--- src/design/lterec_pkg.sv ---
// ----------------------------------------------------------------------------
// lterec_pkg
// Shared widths, codes and defaults of the LTE resource element classifier.
// ----------------------------------------------------------------------------
package lterec_pkg;

    // Field widths of the word channels.
    localparam int SF_W     = 4;
    localparam int SYM_W    = 4;
    localparam int SC_W     = 11;
    localparam int RB_W     = 7;
    localparam int KIND_W   = 3;
    localparam int BIN_W    = 12;

    // Internal width for subcarrier sums and compares.
    localparam int CMP_W    = 13;

    // Configuration port.
    localparam int ADDR_W   = 5;
    localparam int DATA_W   = 32;

    // Default carrier limit.
    localparam int CARRIER_SC_CAP_DEF = 1200;

    // Element kinds.
    localparam logic [KIND_W-1:0] RE_UNUSED    = 3'd0;
    localparam logic [KIND_W-1:0] RE_SYNC      = 3'd1;
    localparam logic [KIND_W-1:0] RE_SYNC_GRD  = 3'd2;
    localparam logic [KIND_W-1:0] RE_REF       = 3'd3;
    localparam logic [KIND_W-1:0] RE_BCH       = 3'd4;

    // Register indexes (byte address divided by four).
    localparam logic [2:0] REG_NUM_RB      = 3'd0;
    localparam logic [2:0] REG_CELL_ID     = 3'd1;
    localparam logic [2:0] REG_ANT_PORTS   = 3'd2;
    localparam logic [2:0] REG_SYM_SLOT    = 3'd3;
    localparam logic [2:0] REG_CTRL_SYM    = 3'd4;
    localparam logic [2:0] REG_FFT_FIRST   = 3'd5;

    // Register reset values.
    localparam logic [6:0]  NUM_RB_RST     = 7'd6;
    localparam logic [8:0]  CELL_ID_RST    = 9'd0;
    localparam logic [2:0]  ANT_PORTS_RST  = 3'd1;
    localparam logic [2:0]  SYM_SLOT_RST   = 3'd7;
    localparam logic [2:0]  CTRL_SYM_RST   = 3'd1;
    localparam logic [10:0] FFT_FIRST_RST  = 11'd0;

    // Sync and broadcast band edges around the carrier centre.
    localparam int BAND_LO = 36;
    localparam int BAND_HI = 35;
    localparam int CORE_LO = 31;
    localparam int CORE_HI = 30;

endpackage

--- src/design/lterec_req_if.sv ---
// ----------------------------------------------------------------------------
// lterec_req_if
// Input word channel: one resource element to classify.
// ----------------------------------------------------------------------------
interface lterec_req_if
    import lterec_pkg::*;
();
    logic             valid;
    logic             ready;
    logic [SF_W-1:0]  subframe;
    logic [SYM_W-1:0] symbol;
    logic [SC_W-1:0]  subcarrier;
    logic [RB_W-1:0]  alloc_first_rb;
    logic [RB_W-1:0]  alloc_last_rb;

    modport source (
        output valid, subframe, symbol, subcarrier, alloc_first_rb, alloc_last_rb,
        input  ready
    );

    modport sink (
        input  valid, subframe, symbol, subcarrier, alloc_first_rb, alloc_last_rb,
        output ready
    );
endinterface

--- src/design/lterec_rsp_if.sv ---
// ----------------------------------------------------------------------------
// lterec_rsp_if
// Output word channel: kind, take flag and FFT bin of one element.
// ----------------------------------------------------------------------------
interface lterec_rsp_if
    import lterec_pkg::*;
();
    logic              valid;
    logic              ready;
    logic [KIND_W-1:0] re_kind;
    logic              take;
    logic [BIN_W-1:0]  fft_bin;

    modport source (
        output valid, re_kind, take, fft_bin,
        input  ready
    );

    modport sink (
        input  valid, re_kind, take, fft_bin,
        output ready
    );
endinterface

--- src/design/lte_resource_element_classifier.sv ---
// ----------------------------------------------------------------------------
// lte_resource_element_classifier
// An accepted input word passes stage 1, stage 2, stage 3 and the output register in turn.
// Throughput: one word per cycle while rsp.ready holds; the four stage registers each hold a word,
// and a stage advances whenever the stage after it is empty or moving.
// Reset: rst_n clears all stage valid bits and loads the register defaults;
// no clearing pass is needed.
// ----------------------------------------------------------------------------
module lte_resource_element_classifier
    import lterec_pkg::*;
#(
    parameter int CARRIER_SC_CAP = CARRIER_SC_CAP_DEF
) (
    input  logic              clk,
    input  logic              rst_n,
    lterec_req_if.sink        req,
    lterec_rsp_if.source      rsp,
    input  logic              psel,
    input  logic              penable,
    input  logic              pwrite,
    input  logic [ADDR_W-1:0] paddr,
    input  logic [DATA_W-1:0] pwdata,
    output logic [DATA_W-1:0] prdata,
    output logic              pready
);

    localparam int RB_MAX = CARRIER_SC_CAP / 12;

    // ------------------------------------------------------------------------
    // Configuration registers
    // ------------------------------------------------------------------------
    logic [6:0]  num_rb_reg;
    logic [8:0]  cell_id_reg;
    logic [2:0]  ant_ports_reg;
    logic [2:0]  sym_slot_reg;
    logic [2:0]  ctrl_sym_reg;
    logic [10:0] fft_first_reg;

    logic        wr_en;
    logic [2:0]  wr_idx;

    assign pready = 1'b1;
    assign wr_en  = psel && penable && pwrite;
    assign wr_idx = paddr[4:2];

    // Register writes.
    always_ff @(posedge clk or negedge rst_n)
    begin
        if (!rst_n)
        begin
            num_rb_reg    <= NUM_RB_RST;
            cell_id_reg   <= CELL_ID_RST;
            ant_ports_reg <= ANT_PORTS_RST;
            sym_slot_reg  <= SYM_SLOT_RST;
            ctrl_sym_reg  <= CTRL_SYM_RST;
            fft_first_reg <= FFT_FIRST_RST;
        end
        else if (wr_en)
        begin
            case (wr_idx)
                REG_NUM_RB:    num_rb_reg    <= pwdata[6:0];
                REG_CELL_ID:   cell_id_reg   <= pwdata[8:0];
                REG_ANT_PORTS: ant_ports_reg <= pwdata[2:0];
                REG_SYM_SLOT:  sym_slot_reg  <= pwdata[2:0];
                REG_CTRL_SYM:  ctrl_sym_reg  <= pwdata[2:0];
                REG_FFT_FIRST: fft_first_reg <= pwdata[10:0];
                default:       ;
            endcase
        end
    end

    // Register reads.
    always_comb
    begin
        prdata = '0;
        case (wr_idx)
            REG_NUM_RB:    prdata = {25'd0, num_rb_reg};
            REG_CELL_ID:   prdata = {23'd0, cell_id_reg};
            REG_ANT_PORTS: prdata = {29'd0, ant_ports_reg};
            REG_SYM_SLOT:  prdata = {29'd0, sym_slot_reg};
            REG_CTRL_SYM:  prdata = {29'd0, ctrl_sym_reg};
            REG_FFT_FIRST: prdata = {21'd0, fft_first_reg};
            default:       prdata = '0;
        endcase
    end

    // ------------------------------------------------------------------------
    // Derived carrier settings, registered so the stages see short paths.
    // The cell shift passes the product register and then the shift registers, the rest one
    // register; both settle before a word that follows a write reaches the stage that reads them.
    // ------------------------------------------------------------------------
    logic [6:0]       rb_next;
    logic [CMP_W-1:0] nsc_reg, nsc_next;
    logic [CMP_W-1:0] half_reg, half_next;
    logic [SYM_W-1:0] n_reg, n_next;
    logic             p2_reg, p2_next;
    logic             p3_reg, p3_next;
    logic             p4_reg, p4_next;
    logic [16:0]      cid_prod_reg, cid_prod_next;
    logic [8:0]       cid_d_reg;
    logic [3:0]       cid_rem;
    logic [2:0]       v_reg, v_next;
    logic [2:0]       w_reg, w_next;

    always_comb
    begin
        // Clamp the carrier size to the supported range.
        if (num_rb_reg < 7'd6)
            rb_next = 7'd6;
        else if (num_rb_reg > 7'(RB_MAX))
            rb_next = 7'(RB_MAX);
        else
            rb_next = num_rb_reg;
        nsc_next  = (CMP_W'(rb_next) << 3) + (CMP_W'(rb_next) << 2);
        half_next = (CMP_W'(rb_next) << 2) + (CMP_W'(rb_next) << 1);

        n_next  = (sym_slot_reg == 3'd6) ? 4'd6 : 4'd7;

        // A port count of zero acts as one, above four as four.
        p2_next = (ant_ports_reg >= 3'd2);
        p3_next = (ant_ports_reg >= 3'd3);
        p4_next = (ant_ports_reg >= 3'd4);

        // Cell id mod 6 by reciprocal: quotient from cid*170/1024 is at most
        // one short, so one subtract corrects the remainder. The product and
        // a copy of the id are registered together so they always match.
        cid_prod_next = 17'(cell_id_reg) * 17'd170;
        cid_rem = 4'(cid_d_reg - 9'((9'(cid_prod_reg[16:10]) << 2)
                                   + (9'(cid_prod_reg[16:10]) << 1)));
        v_next  = (cid_rem >= 4'd6) ? 3'(cid_rem - 4'd6) : cid_rem[2:0];
        w_next  = (v_next >= 3'd3) ? (v_next - 3'd3) : (v_next + 3'd3);
    end

    always_ff @(posedge clk or negedge rst_n)
    begin
        if (!rst_n)
        begin
            nsc_reg      <= CMP_W'(72);
            half_reg     <= CMP_W'(36);
            n_reg        <= 4'd7;
            p2_reg       <= 1'b0;
            p3_reg       <= 1'b0;
            p4_reg       <= 1'b0;
            cid_prod_reg <= '0;
            cid_d_reg    <= '0;
            v_reg        <= 3'd0;
            w_reg        <= 3'd3;
        end
        else
        begin
            nsc_reg      <= nsc_next;
            half_reg     <= half_next;
            n_reg        <= n_next;
            p2_reg       <= p2_next;
            p3_reg       <= p3_next;
            p4_reg       <= p4_next;
            cid_prod_reg <= cid_prod_next;
            cid_d_reg    <= cell_id_reg;
            v_reg        <= v_next;
            w_reg        <= w_next;
        end
    end

    // ------------------------------------------------------------------------
    // Stage handshake: a stage loads when it is empty or the stage after it can take a word.
    // ------------------------------------------------------------------------
    logic v1_reg, v2_reg, v3_reg, vo_reg;
    logic rdy1, rdy2, rdy3, rdyo;

    assign rdyo      = !vo_reg || rsp.ready;
    assign rdy3      = !v3_reg || rdyo;
    assign rdy2      = !v2_reg || rdy3;
    assign rdy1      = !v1_reg || rdy2;
    assign req.ready = rdy1;

    always_ff @(posedge clk or negedge rst_n)
    begin
        if (!rst_n)
        begin
            v1_reg <= 1'b0;
            v2_reg <= 1'b0;
            v3_reg <= 1'b0;
            vo_reg <= 1'b0;
        end
        else
        begin
            if (rdy1)
                v1_reg <= req.valid;
            if (rdy2)
                v2_reg <= v1_reg;
            if (rdy3)
                v3_reg <= v2_reg;
            if (rdyo)
                vo_reg <= v3_reg;
        end
    end

    // ------------------------------------------------------------------------
    // Stage 1: capture the word and start the subcarrier mod 6 product.
    // ------------------------------------------------------------------------
    logic [SF_W-1:0]  s1_sf_reg;
    logic [SYM_W-1:0] s1_l_reg;
    logic [SC_W-1:0]  s1_k_reg;
    logic [RB_W-1:0]  s1_a0_reg;
    logic [RB_W-1:0]  s1_a1_reg;
    logic [20:0]      s1_kprod_reg, s1_kprod_next;

    assign s1_kprod_next = 21'(req.subcarrier) * 21'd682;

    always_ff @(posedge clk)
    begin
        if (rdy1 && req.valid)
        begin
            s1_sf_reg    <= req.subframe;
            s1_l_reg     <= req.symbol;
            s1_k_reg     <= req.subcarrier;
            s1_a0_reg    <= req.alloc_first_rb;
            s1_a1_reg    <= req.alloc_last_rb;
            s1_kprod_reg <= s1_kprod_next;
        end
    end

    // ------------------------------------------------------------------------
    // Stage 2: band position, allocation window, FFT bin and subcarrier mod 6.
    // ------------------------------------------------------------------------
    logic [SF_W-1:0]  s2_sf_reg;
    logic [SYM_W-1:0] s2_l_reg;
    logic [2:0]       s2_m_reg, s2_m_next;
    logic             s2_grid_reg, s2_grid_next;
    logic             s2_centre_reg, s2_centre_next;
    logic             s2_core_reg, s2_core_next;
    logic             s2_alloc_reg, s2_alloc_next;
    logic [BIN_W-1:0] s2_bin_reg, s2_bin_next;

    logic [CMP_W-1:0] k_w;
    logic [CMP_W-1:0] alloc_lo;
    logic [CMP_W-1:0] alloc_hi;
    logic [CMP_W-1:0] a1_inc;
    logic [CMP_W-1:0] bin_sum;
    logic [8:0]       kq;
    logic [SC_W:0]    k_rem;

    always_comb
    begin
        k_w = CMP_W'(s1_k_reg);

        // Quotient from k*682/4096 is at most one short of k/6.
        kq    = s1_kprod_reg[20:12];
        k_rem = (SC_W+1)'(s1_k_reg) - (((SC_W+1)'(kq) << 2) + ((SC_W+1)'(kq) << 1));
        s2_m_next = (k_rem >= 12'd6) ? 3'(k_rem - 12'd6) : k_rem[2:0];

        s2_grid_next   = (s1_l_reg < (n_reg << 1)) && (k_w < nsc_reg);
        s2_centre_next = (k_w + CMP_W'(BAND_LO) >= half_reg)
                      && (k_w <= half_reg + CMP_W'(BAND_HI));
        s2_core_next   = (k_w + CMP_W'(CORE_LO) >= half_reg)
                      && (k_w <= half_reg + CMP_W'(CORE_HI));

        // Localized allocation window in subcarriers.
        alloc_lo = (CMP_W'(s1_a0_reg) << 3) + (CMP_W'(s1_a0_reg) << 2);
        a1_inc   = CMP_W'(s1_a1_reg) + CMP_W'(1);
        alloc_hi = (a1_inc << 3) + (a1_inc << 2);
        s2_alloc_next = (s1_a0_reg <= s1_a1_reg) && (k_w >= alloc_lo) && (k_w < alloc_hi);

        // FFT bin skips the DC bin above the band centre.
        bin_sum = k_w + CMP_W'(fft_first_reg) + CMP_W'(k_w > half_reg);
        s2_bin_next = bin_sum[BIN_W-1:0];
    end

    always_ff @(posedge clk)
    begin
        if (rdy2 && v1_reg)
        begin
            s2_sf_reg     <= s1_sf_reg;
            s2_l_reg      <= s1_l_reg;
            s2_m_reg      <= s2_m_next;
            s2_grid_reg   <= s2_grid_next;
            s2_centre_reg <= s2_centre_next;
            s2_core_reg   <= s2_core_next;
            s2_alloc_reg  <= s2_alloc_next;
            s2_bin_reg    <= s2_bin_next;
        end
    end

    // ------------------------------------------------------------------------
    // Stage 3: kind by rule priority (broadcast over reference over sync) and take.
    // ------------------------------------------------------------------------
    logic [KIND_W-1:0] s3_kind_reg, s3_kind_next;
    logic              s3_take_reg, s3_take_next;
    logic [BIN_W-1:0]  s3_bin_reg;
    logic              rs_hit;
    logic              m_v;
    logic              m_w;

    always_comb
    begin
        m_v = (s2_m_reg == v_reg);
        m_w = (s2_m_reg == w_reg);

        // Reference signal pattern per symbol and port count.
        if (s2_l_reg == 4'd0 || s2_l_reg == n_reg)
            rs_hit = m_v || (p2_reg && m_w);
        else if (s2_l_reg == n_reg - 4'd3 || s2_l_reg == (n_reg << 1) - 4'd3)
            rs_hit = m_w || (p2_reg && m_v);
        else if (s2_l_reg == 4'd1)
            rs_hit = (p3_reg && m_v) || (p4_reg && m_w);
        else if (s2_l_reg == n_reg + 4'd1)
            rs_hit = (p3_reg && m_w) || (p4_reg && m_v);
        else
            rs_hit = 1'b0;

        s3_kind_next = RE_UNUSED;
        if (s2_grid_reg)
        begin
            if ((s2_sf_reg == 4'd0 || s2_sf_reg == 4'd5)
                && (s2_l_reg == n_reg - 4'd1 || s2_l_reg == n_reg - 4'd2)
                && s2_centre_reg)
                s3_kind_next = s2_core_reg ? RE_SYNC : RE_SYNC_GRD;
            if (rs_hit)
                s3_kind_next = RE_REF;
            if (s2_sf_reg == 4'd0 && s2_l_reg >= n_reg && s2_l_reg <= n_reg + 4'd3
                && s2_centre_reg)
                s3_kind_next = RE_BCH;
        end

        s3_take_next = s2_grid_reg && (s3_kind_next == RE_UNUSED)
                    && (s2_l_reg >= SYM_W'(ctrl_sym_reg)) && s2_alloc_reg;
    end

    always_ff @(posedge clk)
    begin
        if (rdy3 && v2_reg)
        begin
            s3_kind_reg <= s3_kind_next;
            s3_take_reg <= s3_take_next;
            s3_bin_reg  <= s2_bin_reg;
        end
    end

    // ------------------------------------------------------------------------
    // Output register.
    // ------------------------------------------------------------------------
    logic [KIND_W-1:0] out_kind_reg;
    logic              out_take_reg;
    logic [BIN_W-1:0]  out_bin_reg;

    always_ff @(posedge clk)
    begin
        if (rdyo && v3_reg)
        begin
            out_kind_reg <= s3_kind_reg;
            out_take_reg <= s3_take_reg;
            out_bin_reg  <= s3_bin_reg;
        end
    end

    assign rsp.valid   = vo_reg;
    assign rsp.re_kind = out_kind_reg;
    assign rsp.take    = out_take_reg;
    assign rsp.fft_bin = out_bin_reg;

    // ------------------------------------------------------------------------
    // Assertions
    // ------------------------------------------------------------------------

    // Only an unused element is ever taken.
    assert property (@(posedge clk) disable iff (!rst_n)
        rsp.valid |-> !(rsp.take && rsp.re_kind != RE_UNUSED))
        else $error("take set on a non-data element");

    // Input is refused only when every stage holds a word.
    assert property (@(posedge clk) disable iff (!rst_n)
        !req.ready |-> (v1_reg && v2_reg && v3_reg && vo_reg))
        else $error("input stalled with an empty stage");

    // A blocked stage keeps its word.
    assert property (@(posedge clk) disable iff (!rst_n)
        (v3_reg && !rdyo) |=> v3_reg)
        else $error("stage 3 word dropped under stall");

    // The cell shifts stay in range.
    assert property (@(posedge clk) disable iff (!rst_n)
        (v_reg < 3'd6) && (w_reg < 3'd6))
        else $error("reference shift out of range");

    // A word accepted into an empty pipeline is loaded into stage 1.
    assert property (@(posedge clk) disable iff (!rst_n)
        (req.valid && req.ready && rsp.ready && !vo_reg && !v3_reg && !v2_reg
         && !v1_reg) |=> v1_reg)
        else $error("accepted word lost at stage 1");

endmodule
--- src/flat_wrapper.sv ---
// flat-port wrapper written by rule: the top's interface ports become plain ports
module lte_resource_element_classifier_flat import lterec_pkg::*;
#(
    parameter int CARRIER_SC_CAP = CARRIER_SC_CAP_DEF
)
  (clk, rst_n, psel, penable, pwrite, paddr, pwdata, prdata, pready, req_valid, req_subframe, req_symbol, req_subcarrier, req_alloc_first_rb, req_alloc_last_rb, req_ready, rsp_valid, rsp_re_kind, rsp_take, rsp_fft_bin, rsp_ready);
  lterec_req_if req_i ();
  lterec_rsp_if rsp_i ();
  input  logic clk;
  input  logic rst_n;
  input  logic psel;
  input  logic penable;
  input  logic pwrite;
  input  logic [ADDR_W-1:0] paddr;
  input  logic [DATA_W-1:0] pwdata;
  output logic [DATA_W-1:0] prdata;
  output logic pready;
  input wire logic [$bits(req_i.valid)-1:0] req_valid;
  input wire logic [$bits(req_i.subframe)-1:0] req_subframe;
  input wire logic [$bits(req_i.symbol)-1:0] req_symbol;
  input wire logic [$bits(req_i.subcarrier)-1:0] req_subcarrier;
  input wire logic [$bits(req_i.alloc_first_rb)-1:0] req_alloc_first_rb;
  input wire logic [$bits(req_i.alloc_last_rb)-1:0] req_alloc_last_rb;
  output wire logic [$bits(req_i.ready)-1:0] req_ready;
  output wire logic [$bits(rsp_i.valid)-1:0] rsp_valid;
  output wire logic [$bits(rsp_i.re_kind)-1:0] rsp_re_kind;
  output wire logic [$bits(rsp_i.take)-1:0] rsp_take;
  output wire logic [$bits(rsp_i.fft_bin)-1:0] rsp_fft_bin;
  input wire logic [$bits(rsp_i.ready)-1:0] rsp_ready;
  assign req_i.valid = req_valid;
  assign req_i.subframe = req_subframe;
  assign req_i.symbol = req_symbol;
  assign req_i.subcarrier = req_subcarrier;
  assign req_i.alloc_first_rb = req_alloc_first_rb;
  assign req_i.alloc_last_rb = req_alloc_last_rb;
  assign req_ready = req_i.ready;
  assign rsp_valid = rsp_i.valid;
  assign rsp_re_kind = rsp_i.re_kind;
  assign rsp_take = rsp_i.take;
  assign rsp_fft_bin = rsp_i.fft_bin;
  assign rsp_i.ready = rsp_ready;
  lte_resource_element_classifier #(.CARRIER_SC_CAP(CARRIER_SC_CAP)) u_core (.clk(clk), .rst_n(rst_n), .req(req_i), .rsp(rsp_i), .psel(psel), .penable(penable), .pwrite(pwrite), .paddr(paddr), .pwdata(pwdata), .prdata(prdata), .pready(pready));
endmodule
--- config.mk ---
export PLATFORM = sky130hd
export DESIGN_NAME = lte_resource_element_classifier_flat
export DESIGN_NICKNAME = d
export VERILOG_FILES = /design/src/design/lterec_pkg.sv /design/src/design/lterec_req_if.sv /design/src/design/lterec_rsp_if.sv /design/src/design/lte_resource_element_classifier.sv /design/src/flat_wrapper.sv
export SDC_FILE = /design/constraint.sdc
export NUM_CORES = 1
export LEC_CHECK = 0
export BUFFER_PORTS_ARGS = -buffer_cell sky130_fd_sc_hd__buf_4
export CAP_MARGIN = 10
export CORE_MARGIN = 2
export CORE_UTILIZATION = 40
export CTS_CLUSTER_SIZE = 24
export DETAILED_ROUTE_END_ITERATION = 10
export SLEW_MARGIN = 20
export SYNTH_ARGS = -nofsm -noshare
export SYNTH_HDL_FRONTEND = slang
export SYNTH_SLANG_ARGS = --single-unit
--- constraint.sdc ---
create_clock -name clk -period 6 [get_ports clk]
set_input_delay 1.2 -clock clk [delete_from_list [all_inputs] [get_ports clk]]
set_output_delay 1.2 -clock clk [all_outputs]
set_load 0.005 [all_outputs]
## Yosys cells after proc, flatten, opt, wreduce, memory -nomap -nowiden

Cells that the tools add are included.

- Add/sub/neg operators: 25
- Multiply operators: 2
- Order comparisons: 21
- Equal/unequal tests: 16
- Multiplexer cells: 16
- Reductions and logical operators: 51

Operators with widths:

| operator | count |
|---|---|
| $pmux W11 S6 | 1 |
| $ge A13 B13 Y1 | 2 |
| $le A11 B13 Y1 | 2 |
| $lt A11 B13 Y1 | 2 |
| $logic_and A1 B1 Y1 | 25 |
| $eq A4 B4 Y1 | 6 |
| $add A10 B9 Y11 | 2 |
| $mux W3 | 7 |
| $mul A11 B9 Y20 const B | 1 |
| $mux W7 | 2 |
| $add A13 B13 Y13 | 1 |
| $add A13 B5 Y13 const B | 1 |
| $add A13 B6 Y13 const B | 1 |
| $ge A11 B13 Y1 | 1 |
| $gt A11 B13 Y1 | 1 |
| $add A11 B10 Y12 | 1 |
| $add A11 B11 Y12 | 1 |
| $add A11 B5 Y12 const B | 1 |
| $add A11 B6 Y12 const B | 1 |
| $add A12 B1 Y12 | 1 |
| $ge A12 B3 Y1 const B | 1 |
| $logic_or A1 B1 Y1 | 12 |
| $mul A9 B7 Y12 const B | 1 |
| $reduce_and A2 Y1 | 6 |
| other kinds (33) | 51 |

- Register bits: 207
- Input port bits: 77
- Output and inout port bits: 51
- Word-level logic and storage cells: 171

## Depth between registers and ports, before layout

- Depth after elaboration: 14
- Gate-level depth with buffers: 18

## Least setup slack after synthesis

No wires, ideal clock.

- Path kind: input -> register
- From: input req_subcarrier[1]
- To: register u_core.s1_kprod_reg[20], data pin
- Arrival: 4.854 ns
- Slack: 1.011 ns
- Stages on the path: 14
- Buffers on the path: 0
- Path through: ha_1 > inv_1 > fa_1 > inv_1 > fa_1 > inv_1 > fa_1 > inv_1 > ha_1 > or4_1 > o22a_1 > o31a_1 > or4_1 > nand3_1

- Cells in the longest elaborated chain, start to end: 1

RTL lines:

| element | line | source |
|---|---|---|
| start: declaration | flat_wrapper.sv:21 | `input wire logic [$bits(req_i.subcarrier)-1:0] req_subcarrier;` |
| $mul A11 B9 Y20 | lte_resource_element_classifier.sv:208 | `assign s1_kprod_next = 21'(req.subcarrier) * 21'd682;` |
| named net u_core.s1_kprod_next[20] | lte_resource_element_classifier.sv:206 | `logic [20:0] s1_kprod_reg, s1_kprod_next;` |
| end signal: assignment | lte_resource_element_classifier.sv:219 | `s1_kprod_reg <= s1_kprod_next;` |
| end: declaration | lte_resource_element_classifier.sv:206 |  |

The timed path passes the listed nets, and every way through them passes these cells.
A chain may end at the register's enable or synchronous reset.

## Worst setup path after layout

Ends and elaborated chain as after synthesis.

==> impl_metrics.yaml <==
worst_setup_path:
  crit_arrival_ns: 5.14
  start_kind: "input pin"
  crit_type: "input pin to flop"
  required_ns: 6.31
  cp-end-kind: "flop"
  cp_max_fo: 4
power_and_ir_drop:
  power_frac_comb_pct: 50.5
  p_sw_uw: 2300
  ir_drop_uv: 191
  p_per_area_nw_per_um2: 399
  pwr-share-clk_pct: 19.2
  seqPwrFrac_pct: 30.3
  p_leak_uw: 0.00672
  p_total_uw: 5820
  switching_share_pct: 39.5
  power.internal_uw: 3520
yosys:
  ys_top_cells_by_count: "ha_1 (207), inv_1 (153), edfxtp_1 (101)"
  ys_warn_count: 0
  synth_edf_count: 101
  synth_seq_cells: 167
  yosysTopAreaCell: "edfxtp_1"
  synth_most_common_cell: "ha_1"
  synth.top_cell.area_share_pct: 23.4
  avgSynthCellArea_sq_um: 10.9
  synthFlopType: "edfxtp_1"
  yosys-top-cells-area: "edfxtp_1 (23%), ha_1 (20%), dfrtp_1 (10%)"
  synth_seq_area_share_pct: 36.2
  synth_cells: 1192
  yosysUniqueCellTypes: 70
  async_reset_ff_share_pct: 39.5
  syn_area_sq_um: 13000
finish:
  regArea_sq_um: 4700
  final_cell_count_no_fill: 1698
  drive_gt1_share_pct: 14.1
  area_growth_pct: 12.6
  fill_cells: 2973
  layout.nets: 1611
  diodes: 0
  multi_input_area_sq_um: 7540
  fin_util_pct: 46.0
timing:
  slew_headroom_pct: 31.3
  tightest_slew_ns: 1.03
  tns_ns: 0
  finalClockSkew_ns: 0.00869
  finalCritPeriodShare_pct: 80.4
  final-setup-viol-count: 0
  final-hold-violation-count: 0
  max_freq_mhz: 207
  slew_viol_final: 0
  rsz0062_at_grt: "false"
  fin_crit_ns: 4.83
clocking:
  cts_resized: 0
  clock_path_buffers: 2
  h-tree-depth: 4
  clkTransAtPathRegs_ns: 0.08
  clk_latency_ns: 0.44
  cts_tree: "done"
  clock-sinks: 167
  cts_root_buf: "clkbuf_16"
  cts_setup_buffers: 0
  cts-buffers-inserted: 17
  ctsHoldBuffers: 0
floorplan:
  die-area_sq_um: 33900
  core_area_sq_um: 31700
  start_util_pct: 40.9
  die_h_microns: 184
  rows: 65
  ioPinCount: 128
  dieWidth_microns: 184
global_route:
  antenna_found_initial: 0
  grt_pass1_vias: 8697
  grt_pass1_wl_mm: 43.1
  grt_start_max_net_pins: 67
  grt_overflow: 0
  groute.usage.overall_pct: 16.3
placement:
  io_buffers: 82
  placedCellCount: 1666
  gp_congestion: 0.836
  hpwl_mm: 20.4
flow_run:
  drv_cap: 0
detailed_routing:
  avgRoutedWirePerCell_microns: 15.4
  drc: 0
  wl_mm: 26.2
  avgViaCountPerCell: 5.09
  vias: 8637
  drt_iter0_markers: 417
  dr.pass1.iters: 5
  antenna_left: 0
outcome:
  status: "finished clean"
min_path:
  hp-class: "flop to flop"
-- final timing paths --
path	from	end	slack, ns	cells after the start
worst max-delay path	req_subcarrier[1]	u_core.s1_kprod_reg[20]	1.17	15
worst min-delay path	u_core.s3_bin_reg[1]	u_core.rsp.fft_bin[1]	0.42	0
worst max register to register	u_core.s1_k_reg[2]	u_core.s2_bin_reg[10]	1.33	19
worst min register to register	u_core.s3_bin_reg[1]	u_core.rsp.fft_bin[1]	0.42	0
max in group asynchronous	rst_n	u_core.nsc_reg[9]	4.59	1
min in group asynchronous	rst_n	u_core.cell_id_reg[1]	0.87	1
-- worst max-delay path: stages --
cell,delay [ns]
buf_4,0.12
ha_1,0.29
inv_1,0.08
fa_1,0.50
inv_1,0.05
fa_1,0.50
inv_1,0.05
fa_1,0.49
inv_1,0.04
ha_1,0.20
or4_1,0.54
o22a_1,0.23
o31a_1,0.34
or4_1,0.41
nand3_1,0.09
-- cell usage in the layout, fill, tap and decap left out, drive strengths merged, types with 6 or more instances in the layout --
cell type / synthesis / final
mux2i: 13 / 13
inv: 153 / 159
nor2: 56 / 56
xor2: 29 / 29
dfrtp: 54 / 54
o21ai: 35 / 35
o21bai: 13 / 13
nor2b: 22 / 22
nand3: 25 / 25
ha: 207 / 207
xnor2: 65 / 65
conb: 2 / 22
o21a: 20 / 20
a21o: 27 / 27
and2: 7 / 7
clkbuf: 12 / 17
nor3: 14 / 14
mux2: 35 / 35
a31oi: 11 / 11
nand2: 35 / 35
o22ai: 6 / 6
buf: 26 / 90
nand4: 13 / 13
nand2b: 19 / 19
a21oi: 53 / 53
o211ai: 7 / 7
dfstp: 12 / 12
clkinv: 0 / 6
fa: 44 / 44
edfxtp: 101 / 101
-- stage by stage --
step           area (sq um)  setup slack [ns]  hold WS (ns)
4_1_cts               14600              1.17         0.417
3_3_place_gp          14000             0.711         0.402
2_1_floorplan         13000              1.01         0.390
6_report              14600              1.17         0.416
3_5_place_dp          14000             0.709         0.405
5_1_grt               14600             0.923         0.426
-- cells by family (layout without fill, tap and decap cells) --
family / after synthesis / after routing / share of synthesized area (%)
AOI/OAI and AO/OA: 203 / 203 / 10.4
xor gates and xnor gates: 94 / 94 / 6.35
adders and majority gates: 251 / 251 / 26.8
buffers and inverters: 191 / 275 / 6.18
DFF: 167 / 167 / 36.2
muxes: 50 / 50 / 4.39
other: 2 / 22 / 0.0579
and+or+nand+nor: 234 / 234 / 9.66
-- power by group through the flow --
stage	Sequential [uW]	Combinational, uW	Clock, uW
global route	1790	3400	1190
finish	1760	2940	1120
global placement	1780	2860	0
floorplan	1700	2360	0
CTS	1760	2960	1150
detailed placement	1790	2940	0
-- layout make-up --
cell class / instances / area share, %
clock buffer: 17 / 2.91
timing repair buffer: 90 / 4.63
clock inverter: 15 / 1.25
inverter: 153 / 3.93
multi-input combinational: 854 / 51.6
sequential: 167 / 32.2
tap: 402 / 3.44
-- routing by layer --
| layer | global-route usage, % | share of wire [%] | wire (microns) |
|---|---|---|---|
| met1 | 21.1 | 46 | 12000 |
| met2 | 27.9 | 49 | 12800 |
| met3 | 2.56 | 3.5 | 914 |
| met4 | 4.93 | 1.8 | 471 |
| met5 | 0 | 0 | 0 |
Note: power is estimated with default switching activity, not from simulation.
